$ cat config.mk
export PLATFORM = sky130hd
export DESIGN_NAME = button_hold_detect_led_pattern
export DESIGN_NICKNAME = d
export VERILOG_FILES = /design/src/hdl/bhd_pkg.sv /design/src/hdl/bhd_event.sv /design/src/hdl/bhd_led.sv /design/src/hdl/button_hold_detect_led_pattern.sv
export SDC_FILE = /design/constraint.sdc
export NUM_CORES = 1
export LEC_CHECK = 0
export BUFFER_PORTS_ARGS = -buffer_cell sky130_fd_sc_hd__buf_2
export CORE_MARGIN = 2
export CORE_UTILIZATION = 54
export DETAILED_ROUTE_END_ITERATION = 6
export PLACE_DENSITY = 0.79
export RECOVER_POWER = 25
export SYNTH_ARGS = -nofsm -noshare
export SYNTH_HDL_FRONTEND = slang
export SYNTH_SLANG_ARGS = --single-unit
$ cat constraint.sdc
create_clock -name clk -period 4.7 [get_ports clk]
set_input_delay 0.705 -clock clk [delete_from_list [all_inputs] [get_ports clk]]
set_output_delay 0.705 -clock clk [all_outputs]
set_load 0.05 [all_outputs]
$ cat src/hdl/bhd_pkg.sv
// ----------------------------------------------------------------------------
// bhd_pkg
// Shared types and constants for the button hold detector and LED pattern
// generator.
// ----------------------------------------------------------------------------
package bhd_pkg;

  // configuration register indexes
  localparam logic CFG_LED_MODE  = 1'b0;
  localparam logic CFG_HOLD_TIME = 1'b1;

  localparam int CFG_DATA_W = 16;

  // led modes
  localparam logic [2:0] MODE_OFF     = 3'd0;
  localparam logic [2:0] MODE_ON      = 3'd1;
  localparam logic [2:0] MODE_BLINK   = 3'd2;
  localparam logic [2:0] MODE_STROBE  = 3'd3;
  localparam logic [2:0] MODE_BREATHE = 3'd4;

  localparam logic [2:0]  MODE_RESET      = MODE_OFF;
  localparam logic [15:0] HOLD_TIME_RESET = 16'd1000;

  // event codes
  localparam logic [1:0] EVT_NONE    = 2'd0;
  localparam logic [1:0] EVT_PRESS   = 2'd1;
  localparam logic [1:0] EVT_RELEASE = 2'd2;
  localparam logic [1:0] EVT_HOLD    = 2'd3;

  // pattern time base
  localparam logic [9:0] BLINK_LAST   = 10'd999;
  localparam logic [9:0] BLINK_HALF   = 10'd500;
  localparam logic [7:0] STROBE_LAST  = 8'd199;
  localparam logic [7:0] STROBE_HALF  = 8'd100;
  localparam logic [9:0] BREATHE_SPAN = 10'd512;
  localparam logic [7:0] DUTY_FULL    = 8'd255;

  // one tick word entering the datapath
  typedef struct packed {
    logic accept;
    logic level;
  } step_t;

endpackage

$ cat src/hdl/bhd_event.sv
// ----------------------------------------------------------------------------
// bhd_event
// Press, release and hold event detection with a saturating press timer.
// ----------------------------------------------------------------------------
module bhd_event #(
  parameter int ELAPSED_WIDTH = 16
) (
  input  logic           clk,
  input  logic           rst_n,
  input  bhd_pkg::step_t step,
  input  logic [15:0]    hold_time_ms,
  output logic [1:0]     event_code
);
  import bhd_pkg::*;

  localparam int CMP_W = (ELAPSED_WIDTH > 16) ? ELAPSED_WIDTH : 16;
  localparam logic [ELAPSED_WIDTH-1:0] ELAPSED_MAX = '1;

  logic                     pressed_r, pressed_nxt;
  logic                     held_r, held_nxt;
  logic [ELAPSED_WIDTH-1:0] elapsed_r, elapsed_nxt;
  logic [ELAPSED_WIDTH-1:0] elapsed_inc;
  logic                     over_hold;

  assign elapsed_inc = (elapsed_r == ELAPSED_MAX) ? elapsed_r
                                                  : elapsed_r + 1'b1;
  assign over_hold = CMP_W'(elapsed_inc) > CMP_W'(hold_time_ms);

  always_comb begin
    pressed_nxt = pressed_r;
    held_nxt    = held_r;
    elapsed_nxt = elapsed_r;
    event_code  = EVT_NONE;
    if (step.level) begin
      if (pressed_r) begin
        elapsed_nxt = elapsed_inc;
        if (!held_r && over_hold) begin
          held_nxt   = 1'b1;
          event_code = EVT_HOLD;
        end
      end else begin
        pressed_nxt = 1'b1;
        held_nxt    = 1'b0;
        elapsed_nxt = '0;
        event_code  = EVT_PRESS;
      end
    end else if (pressed_r) begin
      pressed_nxt = 1'b0;
      held_nxt    = 1'b0;
      elapsed_nxt = '0;
      event_code  = EVT_RELEASE;
    end
  end

  always_ff @(posedge clk) begin
    if (!rst_n) begin
      pressed_r <= 1'b0;
      held_r    <= 1'b0;
      elapsed_r <= '0;
    end else if (step.accept) begin
      pressed_r <= pressed_nxt;
      held_r    <= held_nxt;
      elapsed_r <= elapsed_nxt;
    end
  end

endmodule

$ cat src/hdl/bhd_led.sv
// ----------------------------------------------------------------------------
// bhd_led
// Free-running tick phases and the LED duty for the selected pattern.
// ----------------------------------------------------------------------------
module bhd_led (
  input  logic           clk,
  input  logic           rst_n,
  input  bhd_pkg::step_t step,
  input  logic [2:0]     led_mode,
  output logic [7:0]     led_level
);
  import bhd_pkg::*;

  logic [9:0] ph_1000_r, ph_1000_nxt;
  logic [7:0] ph_200_r, ph_200_nxt;
  logic [8:0] ph_br_r, ph_br_nxt;
  logic [9:0] br_down;

  assign ph_1000_nxt = (ph_1000_r >= BLINK_LAST) ? '0 : ph_1000_r + 1'b1;
  assign ph_200_nxt  = (ph_200_r >= STROBE_LAST) ? '0 : ph_200_r + 1'b1;
  assign ph_br_nxt   = ph_br_r + 1'b1;

  // falling half of the triangle; the peak of 256 clips to full duty
  assign br_down = BREATHE_SPAN - {1'b0, ph_br_r};

  always_comb begin
    case (led_mode)
      MODE_ON:      led_level = DUTY_FULL;
      MODE_BLINK:   led_level = (ph_1000_r < BLINK_HALF) ? DUTY_FULL : 8'd0;
      MODE_STROBE:  led_level = (ph_200_r < STROBE_HALF) ? DUTY_FULL : 8'd0;
      MODE_BREATHE: begin
        if (!ph_br_r[8])
          led_level = ph_br_r[7:0];
        else if (br_down[9:8] != 2'b00)
          led_level = DUTY_FULL;
        else
          led_level = br_down[7:0];
      end
      default:      led_level = 8'd0;
    endcase
  end

  always_ff @(posedge clk) begin
    if (!rst_n) begin
      ph_1000_r <= '0;
      ph_200_r  <= '0;
      ph_br_r   <= '0;
    end else if (step.accept) begin
      ph_1000_r <= ph_1000_nxt;
      ph_200_r  <= ph_200_nxt;
      ph_br_r   <= ph_br_nxt;
    end
  end

endmodule

$ cat src/hdl/button_hold_detect_led_pattern.sv
// Button hold detector with LED pattern generator. Each input word is one
// millisecond tick carrying the sampled button level; each tick yields
// exactly one output word with the LED duty and an event code (none, press,
// release, hold). A word is accepted in every clock cycle and its result
// appears in the output register in the next cycle; the only throttle is that
// output register, so in_stall rises only while a result waits and out_stall
// is high. Configuration writes take effect on the next accepted tick.
// ----------------------------------------------------------------------------
// button_hold_detect_led_pattern
// Top level: configuration registers, event and LED datapaths, output
// register.
// ----------------------------------------------------------------------------
module button_hold_detect_led_pattern #(
  parameter int ELAPSED_WIDTH = 16
) (
  input  logic        clk,
  input  logic        rst_n,
  input  logic        in_valid,
  output logic        in_stall,
  input  logic        in_button_level,
  output logic        out_valid,
  input  logic        out_stall,
  output logic [7:0]  out_led_level,
  output logic [1:0]  out_event_code,
  input  logic        cfg_we,
  input  logic        cfg_index,
  input  logic [bhd_pkg::CFG_DATA_W-1:0] cfg_wdata
);
  import bhd_pkg::*;

  logic [2:0]  led_mode_r;
  logic [15:0] hold_time_r;
  step_t       step;
  logic [7:0]  led_level;
  logic [1:0]  event_code;
  logic        out_valid_r;
  logic [7:0]  led_level_r;
  logic [1:0]  event_code_r;

  assign in_stall    = out_valid_r && out_stall;
  assign step.accept = in_valid && !in_stall;
  assign step.level  = in_button_level;

  always_ff @(posedge clk) begin
    if (!rst_n) begin
      led_mode_r  <= MODE_RESET;
      hold_time_r <= HOLD_TIME_RESET;
    end else if (cfg_we) begin
      case (cfg_index)
        CFG_LED_MODE:  led_mode_r  <= cfg_wdata[2:0];
        CFG_HOLD_TIME: hold_time_r <= cfg_wdata[15:0];
        default: ;
      endcase
    end
  end

  bhd_event #(
    .ELAPSED_WIDTH(ELAPSED_WIDTH)
  ) u_event (
    .clk          (clk),
    .rst_n        (rst_n),
    .step         (step),
    .hold_time_ms (hold_time_r),
    .event_code   (event_code)
  );

  bhd_led u_led (
    .clk       (clk),
    .rst_n     (rst_n),
    .step      (step),
    .led_mode  (led_mode_r),
    .led_level (led_level)
  );

  // load on accept, otherwise drop once the word is taken
  always_ff @(posedge clk) begin
    if (!rst_n) begin
      out_valid_r <= 1'b0;
    end else if (step.accept) begin
      out_valid_r <= 1'b1;
    end else if (!out_stall) begin
      out_valid_r <= 1'b0;
    end
  end

  always_ff @(posedge clk) begin
    if (step.accept) begin
      led_level_r  <= led_level;
      event_code_r <= event_code;
    end
  end

  assign out_valid      = out_valid_r;
  assign out_led_level  = led_level_r;
  assign out_event_code = event_code_r;

endmodule

==> results of run 1 <==
-- placed cells by master, fill, tap and decap left out, types with 3 or more instances in the layout --
cell      netlist  final
clkbuf_1       11      8
inv_6           0      3
a21o_1          4      4
o211ai_1        7      7
nand2_1        62     62
nand3_1        10     10
a21oi_1        31     31
xnor2_1        15     15
o21a_1          4      4
a22o_1          3      3
a31oi_1        11     11
edfxtp_1       10     10
xor2_1         21     21
inv_1          23     23
mux2i_1         5      5
a211oi_1        3      3
and2_1          3      3
and3_1          7      7
nor2_1         49     49
or3_1           8      8
ha_1           21     21
nor3_1          7      7
o21ai_0        19     19
nor4_1          3      3
clkbuf_8        0      9
nand2b_1        6      6
o21ai_1         5      5
buf_2           3     27
dfxtp_1        65     65
nand4_1        17     17
-- synth_stat cells, drive strengths merged (2+ instances only) --
library cell	instances	area, um^2
edfxtp	10	300
o21ai	24	120
dfxtp	65	1300
nor4b	2	23.8
nand2b	6	37.5
nand2	62	233
a21o	4	30.0
inv	23	86.3
a31oi	11	68.8
nor4	3	18.8
a21oi	31	155
a211oi	3	22.5
o21a	4	30.0
and4	2	17.5
nor3	8	45.0
xnor2	15	131
o211ai	7	52.6
nor2	49	184
nand4	17	106
or3	9	61.3
o31ai	3	27.5
buf	7	48.8
nand3	12	70.1
ha	21	263
a2111oi	2	17.5
and3	7	43.8
and2	5	31.3
a22o	3	26.3
nor2b	2	12.5
xor2	21	184
clkbuf	11	41.3
mux2i	5	50.1
-- metal layers --
layer,share of wire [%],global-route usage (%)
met1,47,28.9
met2,47,35.5
met3,4.7,5.36
met4,1.4,8.55
met5,0,0
-- critical path: stages, from the launching register on --
cell and delay, ns:
dfxtp_1 0.46, nand4_1 0.18, nor3_1 0.54, o31ai_2 0.23
nor2_1 0.16, xor2_1 0.22, ha_1 0.28, a21o_1 0.18
nand3_1 0.07, a21oi_1 0.07, nor4_1 0.53, nor3_1 0.11
o21a_1 0.19
-- state kept, by name, summed over array words and instances (netlist names) --
| register | flops |
|---|---|
| hold_time_r | 16 |
| u_event.elapsed_r | 16 |
| u_led.ph_1000_r | 10 |
| u_led.ph_br_r | 9 |
| out_led_level | 8 |
| u_led.ph_200_r | 8 |
| led_mode_r | 3 |
| out_event_code | 2 |
| out_valid | 1 |
| u_event.held_r | 1 |
| u_event.pressed_r | 1 |
-- layout make-up --
class	count	area (um^2)	share of cell area, %
Clock buffer	9	124	2.86
Clock inverter	7	72.6	1.67
Inverter	23	86.3	1.99
Multi-Input combinational cell	349	2160	49.8
Sequential cell	75	1600	37.0
Tap cell	99	124	2.86
Timing Repair Buffer	35	165	3.81
-- metrics by stage --
step,hold WS [ns],power (uW),util [%],std cells,area [um^2]
floorplan,0.436,797,-,465,3940
global placement,0.446,832,58.2,581,4150
detailed placement,0.448,836,58.2,581,4150
CTS,0.461,1340,60.9,597,4350
global route,0.484,1380,60.7,597,4330
finish,0.457,1320,60.7,597,4330
-- worst paths after layout --
kind / start / cells after the start / end / slack, ns
worst max-delay path: u_event.elapsed_r[3] / 12 / out_event_code[0] / 1.23
worst min-delay path: hold_time_r[2] / 2 / hold_time_r[2] / 0.46
worst max register to register: u_event.elapsed_r[3] / 12 / out_event_code[0] / 1.23
worst min register to register: hold_time_r[2] / 2 / hold_time_r[2] / 0.46
-- logic make-up after synthesis --
| logic type | synth area share [%] |
|---|---|
| and+or+nand+nor | 23.1 |
| AOI/OAI and AO/OA | 15.5 |
| DFF | 40.7 |
| buffers and inverters | 4.48 |
| xor gates and xnor gates | 8.01 |
| adders and majority gates | 6.67 |
| muxes | 1.56 |
-- where the power goes --
group	internal [uW]	switching, uW
clock network	249	254
logic	41.9	92.1
registers	673	13.4
==> qor.txt, run 1 <==
DRC Markers - 0
Die ar. - 7990 um^2
Req. time, crit path - 4.80 ns
post-synthesis sequential area ratio - 40.7%
Iter 0 DRT Violations - 202
root cell of the clock tree - clkbuf_8
crit path kind - flip-flop to flip-flop
Setup Skew - 0.00782 ns
Ys Warns - 0
post-CTS setup buffer count - 0
total CTS buffers - 9
ys flop type - dfxtp_1
GPL Wtd Cong - 0.892
core footprint - 7140 um^2
Detail Placement HPWL - 5880 um
Clock Sinks - 75
TritonCTS clock tree - built
H-tree depth - 3
Fillers - 640
final hold viol count - 0
total gr overflow - 0
per-cell routed wire length - 13.7 um
MaxCap Viol Count - 1
Die X - 89.4 um
Syn Inst Count - 465
Ant. Diodes - 0
EDFF count, synth - 10
maximum clock path buffer count - 2
Max Freq - 288 MHz
DR vias - 3,349
max_slew headroom - -9.08%
Pleak - 0.00173 uW
Fin Setup TNS - 0 ns
Placement Rows - 31
vias in the first global route - 3,095
final WL - 8170 um
CTS Hold Bufs - 0
Worst Path Arrival - 3.58 ns
Vias per Instance - 5.61
dpl ws - 1.31 ns
area grow syn2layout - 10.0%
# IOs - 35
Pwr per Cell Area - 305 nW/um^2
fin. max-slew vios - 35
CTS clk-pin slew, worst paths - 0.08 ns
first-pass GRT wire length - 13,700 um
Starting Density - 55.2%
violated checks - max-capacitance violations, max-slew violations
setup violators final - 0
Routed Antenna Nets - 0
IR drop worst, VDD - 0.153 mV
Final Critical Period - 3.47 ns
drt first pass iters - 6
GR Util All Layers - 22.1%
layout cell share with drive strength beyond 1 - 10.2%
die extent in y - 89.4 um
syn_area_per_cell - 8.47 um^2
status - finished, violations left
Crit. End Element - flip-flop
slack of the critical path - 1.23 ns
#FFs+latches synth - 75
Gates resized, CTS repair - 0
final worst path period share - 73.9%
synthesized cell area - 3940 um^2
class of the worst hold path - flip-flop to flip-flop
largest net degree at the start of global routing - 35
number of port buffers - 34
fin nets - 537
worst-path maximum fanout - 8
initial antenna violation count - 0
worst slew pin tran - 1.64 ns
Synth cell types - 52
unrepaired setup endpoints after global routing - false
Syn Nets - 509
worst skew pair latency - 0.35 ns
Async SR Flop Fraction - 0%
startpoint types - flip-flop
Note: power is estimated with default switching activity, not from simulation.
==> run 2: changes to the inputs <==
--- a/config.mk
+++ b/config.mk
@@ -9,7 +9,7 @@
 export CORE_MARGIN = 2
 export CORE_UTILIZATION = 54
 export DETAILED_ROUTE_END_ITERATION = 6
-export PLACE_DENSITY = 0.79
+export PLACE_DENSITY = 0.82
 export RECOVER_POWER = 25
 export SYNTH_ARGS = -nofsm -noshare
 export SYNTH_HDL_FRONTEND = slang
==> constraint.sdc (replaced) <==
create_clock -name clk -period 2.8 [get_ports clk]
set_input_delay 0.42 -clock clk [delete_from_list [all_inputs] [get_ports clk]]
set_output_delay 0.42 -clock clk [all_outputs]
set_load 0.05 [all_outputs]
==> run 2 against run 1 <==
Net effect: the flow finishes with violations (max-capacitance violations, negative setup slack); non-clock buffer count rose by 53; final cell count increased by 9.0%; global-route usage increased by 4.4 points; sequential share of layout area fell by 4.5 points; via count grew 16%; critical path type unchanged; largest power group unchanged; highest routed layer unchanged.
==> qor.txt, run 2 (synthesis results as in run 1) <==
fin area - 4970 um^2 (+15%)
drt first pass iters - 5 (-1)
Ant. Diodes - 0 (unchanged)
Starting Density - 55.2% (unchanged)
Placed Area - 4480 um^2 (+7.8%)
Top Registers - hold_time_r: 16 flops, u_event.elapsed_r: 16 flops, u_led.ph_1000_r: 10 flops
violated checks - max-capacitance violations, negative setup slack
Placement Rows - 31 (unchanged)
clock network power share - 37.4% (-0.6 points)
final worst path period share - 113% (+39 points)
core footprint - 7140 um^2 (unchanged)
final hold viol count - 0 (unchanged)
P_sw - 625 uW (+74%)
Clock Sinks - 75 (unchanged)
Setup Skew - 0.0160 ns (+0.00815 ns)
most frequent cells in the layout - nand2_1, dfxtp_1, nor2_1, buf_4, buf_2
slack of the critical path - -0.365 ns (-1.59 ns)
CTS Hold Bufs - 0 (unchanged)
largest net degree at the start of global routing - 31 (-11%)
DR vias - 3,901 (+16%)
crit path kind - flip-flop to flip-flop
Iter 0 DRT Violations - 364 (+80%)
per-cell routed wire length - 16.5 um (+21%)
Reg-to-Reg End - out_event_code[1]
CP startpoint - u_event.elapsed_r[5]
Routed Antenna Nets - 0 (unchanged)
worst slew pin tran - 1.50 ns (-0.136 ns)
internal power - 1630 uW (+69%)
final WL - 10,700 um (+32%)
TritonCTS clock tree - built
max_slew headroom - 0.00348% (+9.1 points)
Fillers - 535 (-16%)
startpoint of the worst register-to-register path - u_event.elapsed_r[5]
Req. time, crit path - 3.01 ns (-1.79 ns)
total CTS buffers - 9 (unchanged)
fin util - 69.7% (+8.9 points)
status - finished, violations left
fin nets - 591 (+10%)
Die X - 89.4 um (unchanged)
Worst Path Arrival - 3.37 ns (-0.21 ns)
WHS - 0.273 ns (-0.183 ns)
Final Critical Period - 3.16 ns (-0.307 ns)
# IOs - 35 (unchanged)
root cell of the clock tree - clkbuf_8
worst-path maximum fanout - 7 (-1)
commonest non-fill, non-tap cell in the layout - nand2_1
Pleak - 0.00205 uW (+19%)
unrepaired setup endpoints after global routing - true
die extent in y - 89.4 um (unchanged)
sequential cell area - 1610 um^2 (+0.78%)
fin. max-slew vios - 0 (-100%)
setup violators final - 3 (+3)
worst skew pair latency - 0.37 ns (+0.02 ns)
maximum clock path buffer count - 2 (unchanged)
GPL Wtd Cong - 0.960 (+7.6%)
Crit. End Element - flip-flop
first-pass GRT wire length - 16,100 um (+18%)
Die ar. - 7990 um^2 (unchanged)
class of the worst hold path - input pin to flip-flop
GR Util All Layers - 26.6% (+4.4 points)
Pwr per Cell Area - 453 nW/um^2 (+48%)
CTS clk-pin slew, worst paths - 0.09 ns (about the same)
Max Freq - 316 MHz (+9.7%)
Vias per Instance - 5.99 (+6.8%)
vias in the first global route - 3,510 (+13%)
IR drop worst, VDD - 0.243 mV (+59%)
total gr overflow - 0 (unchanged)
reg2reg setup slack - -0.36 ns (-1.59 ns)
DRC Markers - 0 (unchanged)
initial antenna violation count - 0 (unchanged)
Comb pwr share - 11.5% (+1.4 points)
Net Sw Frac - 27.8% (+0.61 points)
startpoint types - flip-flop
layout cell share with drive strength beyond 1 - 25.7% (+15 points)
area grow syn2layout - 26.2%
Detail Placement HPWL - 6600 um (+12%)
Critical Path Sink - out_event_code[1]
dpl ws - -0.312 ns (-1.62 ns)
number of port buffers - 34 (unchanged)
Fin Setup TNS - -0.914 ns (-0.914 ns)
H-tree depth - 3 (unchanged)
multi-input logic area - 2380 um^2 (+10%)
MaxCap Viol Count - 1 (unchanged)
Sequential Power Share - 51.1% (-0.8 points)
cell depth of the worst flop-to-flop path - 11 (-1)
==> run 2: worst min-delay path by stage <==
| stage | startpoint | cells after the start | slack (ns) | to |
|---|---|---|---|---|
| 5_1_grt | cfg_wdata[6] | 3 | 0.29 | hold_time_r[6] |
| 3_5_place_dp | hold_time_r[1] | 2 | 0.45 | hold_time_r[1] |
| 2_1_floorplan | hold_time_r[10] | 2 | 0.44 | hold_time_r[10] |
| 3_3_place_gp | hold_time_r[13] | 2 | 0.45 | hold_time_r[13] |
| 4_1_cts | in_valid | 2 | 0.28 | out_valid |
| 6_report | cfg_wdata[8] | 3 | 0.27 | hold_time_r[8] |
==> run 2: routing by layer <==
layer	wire length (um)	GRT usage (%)	vias to the layer above
met5	0	0	-
met4	543	12.6	0
met3	852	5.91	56
met2	5160	45.1	220
met1	4190	31.9	1824
li1	-	-	1801
==> run 2: power groups by stage <==
stage | logic (uW) | clock network [uW] | registers [uW]
floorplan | 123 | 0 | 1210
global placement | 225 | 0 | 1170
detailed placement | 235 | 0 | 1180
CTS | 246 | 841 | 1150
global route | 281 | 885 | 1160
finish | 259 | 842 | 1150
==> run 2: critical path, stage by stage, from the launching register on <==
cell and delay (ns):
dfxtp_2 0.35, and4_4 0.25, nand3_4 0.16, o31ai_4 0.35, nor2_1 0.11, xnor2_1 0.18
ha_1 0.38, nand4_1 0.23, a2111oi_4 0.40, nor4_2 0.11, or3_1 0.35, a21oi_1 0.13
==> run 2: layout make-up <==
type                       count  area share, %
clock buffer                  10           2.57
clock inverter                 6           1.31
inverter                      23           1.74
multi-input combinational    350           47.8
sequential                    75           32.5
tap                           99           2.49
timing repair buffer          88           11.6
==> run 2: what timing repair did <==
| item | CTS | global route |
|---|---|---|
| gates resized for setup | 39 | 6 |
| endpoints found under the setup margin | 3 | 3 |
| pin swaps | 22 | 6 |
| buffers inserted | 8 | 2 |
| cloned | 1 | 0 |
==> run 2: metrics by stage <==
step	std cells	power (uW)
detailed placement	624	1410
finish	651	2250
global route	651	2320
floorplan	465	1340
global placement	624	1400
CTS	649	2240
==> run 3: changes to the inputs <==
--- a/config.mk
+++ b/config.mk
@@ -5,9 +5,12 @@
 export SDC_FILE = /design/constraint.sdc
 export NUM_CORES = 1
 export LEC_CHECK = 0
+export ABC_AREA = 1
 export BUFFER_PORTS_ARGS = -buffer_cell sky130_fd_sc_hd__buf_2
+export CORE_ASPECT_RATIO = 1.25
 export CORE_MARGIN = 2
 export CORE_UTILIZATION = 54
+export CTS_CLUSTER_SIZE = 40
 export DETAILED_ROUTE_END_ITERATION = 6
 export PLACE_DENSITY = 0.82
 export RECOVER_POWER = 25
==> run 3 against run 2 <==
Net effect: the flow finishes with violations (design-rule violations); worst setup slack better by 0.63 ns; hold slack improved by 0.012 ns; sequential cell count stayed put; total power grew 1.6%; die area grew 4.2%; sequential share of layout area increased by 2.7 points; core utilization down 7.7 points; global-route usage is 2.9 points lower; clock skew shrank 0.0070 ns; wire length is 15% lower; synthesized area up 4.4%; largest cell class unchanged; highest routed layer unchanged.
==> qor.txt, run 3 <==
area leader, netlist - dfxtp_1
drt first pass iters - 7 (+2)
GPL Wtd Cong - 0.884 (-7.9%)
Fillers - 636 (+19%)
total gr overflow - 0 (unchanged)
status - finished, violations left
IR drop worst, VDD - 0.307 mV (+26%)
post-CTS setup buffer count - 0 (-8)
initial antenna violation count - 0 (unchanged)
largest net degree at the start of global routing - 24 (-23%)
setup violators final - 0 (-3)
reg2reg setup slack - 0.27 ns (+0.63 ns)
worst slew pin tran - 0.965 ns (-0.535 ns)
GR Util All Layers - 23.7% (-2.9 points)
Crit. End Element - flip-flop
most frequent cells in the layout - nand2_1, dfxtp_1, inv_1, nor2_1, a21oi_1
die extent in y - 102 um (+14%)
maximum clock path buffer count - 2 (unchanged)
Req. time, crit path - 2.89 ns (-0.12 ns)
TritonCTS clock tree - built
Placement Rows - 35 (+13%)
total CTS buffers - 9 (unchanged)
CTS clk-pin slew, worst paths - 0.08 ns (about the same)
Reg-to-Reg End - out_event_code[0]
first-pass GRT wire length - 15,300 um (-5.4%)
DRC Markers - 1 (+1)
WP buf/inv - 2 (+2)
EDFF count, synth - 10 (unchanged)
most numerous cell in the Yosys netlist - nand2_1
Routed Antenna Nets - 0 (unchanged)
most frequent CP cell - nand2_1
Iter 0 DRT Violations - 248 (-32%)
Top Registers - hold_time_r: 16 flops, u_event.elapsed_r: 16 flops, u_led.ph_1000_r: 10 flops
crit path kind - flip-flop to flip-flop
hold endpoint - hold_time_r[3]
layout cell share with drive strength beyond 1 - 15.4% (-10 points)
max_slew headroom - 35.6% (+36 points)
Setup Skew - 0.00902 ns (-0.00695 ns)
class of the worst hold path - input pin to flip-flop
worst skew pair latency - 0.35 ns (-0.02 ns)
Final Power - 2290 uW (+1.6%)
Final Critical Period - 2.53 ns (-0.631 ns)
Synth top cells by count - nand2_1, dfxtp_1, inv_1
Die ar. - 8330 um^2 (+4.2%)
Vias per Instance - 5.42 (-9.6%)
top cells by area, synth - dfxtp_1, nand2_1, edfxtp_1, ha_1, inv_1
Ant. Diodes - 0 (unchanged)
Syn Inst Count - 550 (+18%)
cell depth of the worst flop-to-flop path - 15 (+4)
root cell of the clock tree - clkbuf_8
per-cell routed wire length - 13.3 um (-19%)
Syn Nets - 594 (+17%)
post-synth top area share - 31.7% (-1.4 points)
multi-input logic area - 2180 um^2 (-8.3%)
startpoint types - flip-flop
Pleak - 0.00192 uW (-6.1%)
CTS Hold Bufs - 0 (unchanged)
unrepaired setup endpoints after global routing - false
synthesized cell area - 4110 um^2 (+4.4%)
Ys Warns - 0 (unchanged)
Hold Path Cell Cnt - 3 (unchanged)
post-synthesis sequential area ratio - 39.0% (-1.7 points)
H-tree depth - 3 (unchanged)
delay-heaviest family, CP - simple AND/OR/NAND/NOR gates
core footprint - 7360 um^2 (+3.1%)
# IOs - 35 (unchanged)
area grow syn2layout - 10.8%
Starting Density - 55.9% (+0.70 points)
fin. max-slew vios - 0 (unchanged)
Pwr per Cell Area - 502 nW/um^2 (+11%)
Fin Setup TNS - 0 ns (+0.914 ns)
ys flop type - dfxtp_1
Worst path slowest cell - dfxtp_1
commonest non-fill, non-tap cell in the layout - nand2_1
highest cell delay on the worst timing path - 0.38 ns (-0.02 ns)
fin nets - 630 (+6.6%)
worst hold start - cfg_wdata[3]
crit path cell chain - ha_1, nand2_1, inv_1, nand3_2, nor2_4, inv_4, nand2_2, ha_1, a21o_1, nor2_1, nand2_1, nand2_1, nand2_1, nand2_1, a21boi_0
number of port buffers - 34 (unchanged)
#FFs+latches synth - 75 (unchanged)
Max Freq - 395 MHz (+25%)
Async SR Flop Fraction - 0% (unchanged)
MaxCap Viol Count - 0 (-1)
worst-path maximum fanout - 12 (+5)
vias in the first global route - 3,629 (+3.4%)
DR vias - 3,699 (-5.2%)
Die X - 82.0 um (-8.2%)
sequential cell area - 1600 um^2 (-0.70%)
Synth cell types - 42 (-19%)
Worst Path Arrival - 2.62 ns (-0.75 ns)
Clock Sinks - 75 (unchanged)
Detail Placement HPWL - 6700 um (+1.5%)
final hold viol count - 0 (unchanged)
violated checks - design-rule violations
startpoint of the worst register-to-register path - u_event.elapsed_r[1]
final worst path period share - 90.5% (-23 points)
final WL - 9110 um (-15%)
syn_area_per_cell - 7.47 um^2 (-12%)
run 3: cell type report:
| type | instances | share of cell area (%) |
|---|---|---|
| well taps | 92 | 2.53 |
| clock buffers | 10 | 2.80 |
| clock inverters | 6 | 1.76 |
| flip-flops and latches | 75 | 35.2 |
| repair buffers | 39 | 4.37 |
| multi-input cells | 395 | 47.9 |
| inverters | 66 | 5.49 |
run 3: metal layers:
| layer | vias to the layer above | GRT usage [%] | share of wire [%] | routed length, um |
|---|---|---|---|---|
| met3 | 24 | 4.81 | 4.2 | 382 |
| met2 | 88 | 42.2 | 53 | 4840 |
| met1 | 1716 | 25.4 | 39 | 3590 |
| met5 | - | 0 | 0 | 0 |
| li1 | 1871 | - | - | - |
| met4 | 0 | 13.8 | 3.2 | 294 |
run 3: timing repair:
item,CTS,global route
setup endpoints to repair,0,2
hold endpoints to repair,0,0
resized for setup,0,3
run 3: logic make-up after synthesis:
group	share of synthesized area, %
AO/OA/AOI/OAI	14.6
buffers and inverters	7.98
AND/OR/NAND/NOR	28.7
adder cells (fa/ha/maj)	6.39
XOR/XNOR	3.41
flip-flops	39.0
run 3: through the flow:
stage          std cells  area [um^2]  worst slack [ns]  hold WS (ns)  util (%)
4_1_cts              683         4560             0.160         0.278      62.0
6_report             683         4560             0.266         0.285      61.9
3_3_place_gp         667         4350             0.318         0.438      59.2
2_1_floorplan        550         4110             0.559         0.426         -
5_1_grt              683         4560            0.0144         0.293      61.9
3_5_place_dp         667         4350             0.195         0.435      59.2
run 3: power by group:
group          total (uW)  internal (uW)  switching [uW]
clock network         886            495             391
logic                 249           71.4             177
registers            1150           1130            18.8
total                2290           1700             587
run 3: worst max path at each step:
| stage | startpoint | slack (ns) | cells past startpoint | endpoint |
|---|---|---|---|---|
| 6_report | u_event.elapsed_r[1] | 0.27 | 15 | out_event_code[0] |
| 5_1_grt | u_event.elapsed_r[1] | 0.01 | 18 | out_event_code[0] |
| 4_1_cts | u_event.elapsed_r[0] | 0.16 | 15 | out_event_code[0] |
| 3_5_place_dp | u_event.elapsed_r[0] | 0.20 | 15 | out_event_code[0] |
| 3_3_place_gp | u_event.elapsed_r[0] | 0.32 | 15 | out_event_code[0] |
| 2_1_floorplan | u_event.elapsed_r[0] | 0.56 | 16 | out_event_code[0] |
run 3: worst reg2reg max path: stages, from the launching register on:
cell      delay (ns)
dfxtp_1         0.38
ha_1            0.21
nand2_1         0.07
inv_1           0.10
nand3_2         0.12
nor2_4          0.20
inv_4           0.14
nand2_2         0.11
ha_1            0.24
a21o_1          0.18
nor2_1          0.16
nand2_1         0.08
nand2_1         0.06
nand2_1         0.06
nand2_1         0.08
a21boi_0        0.09
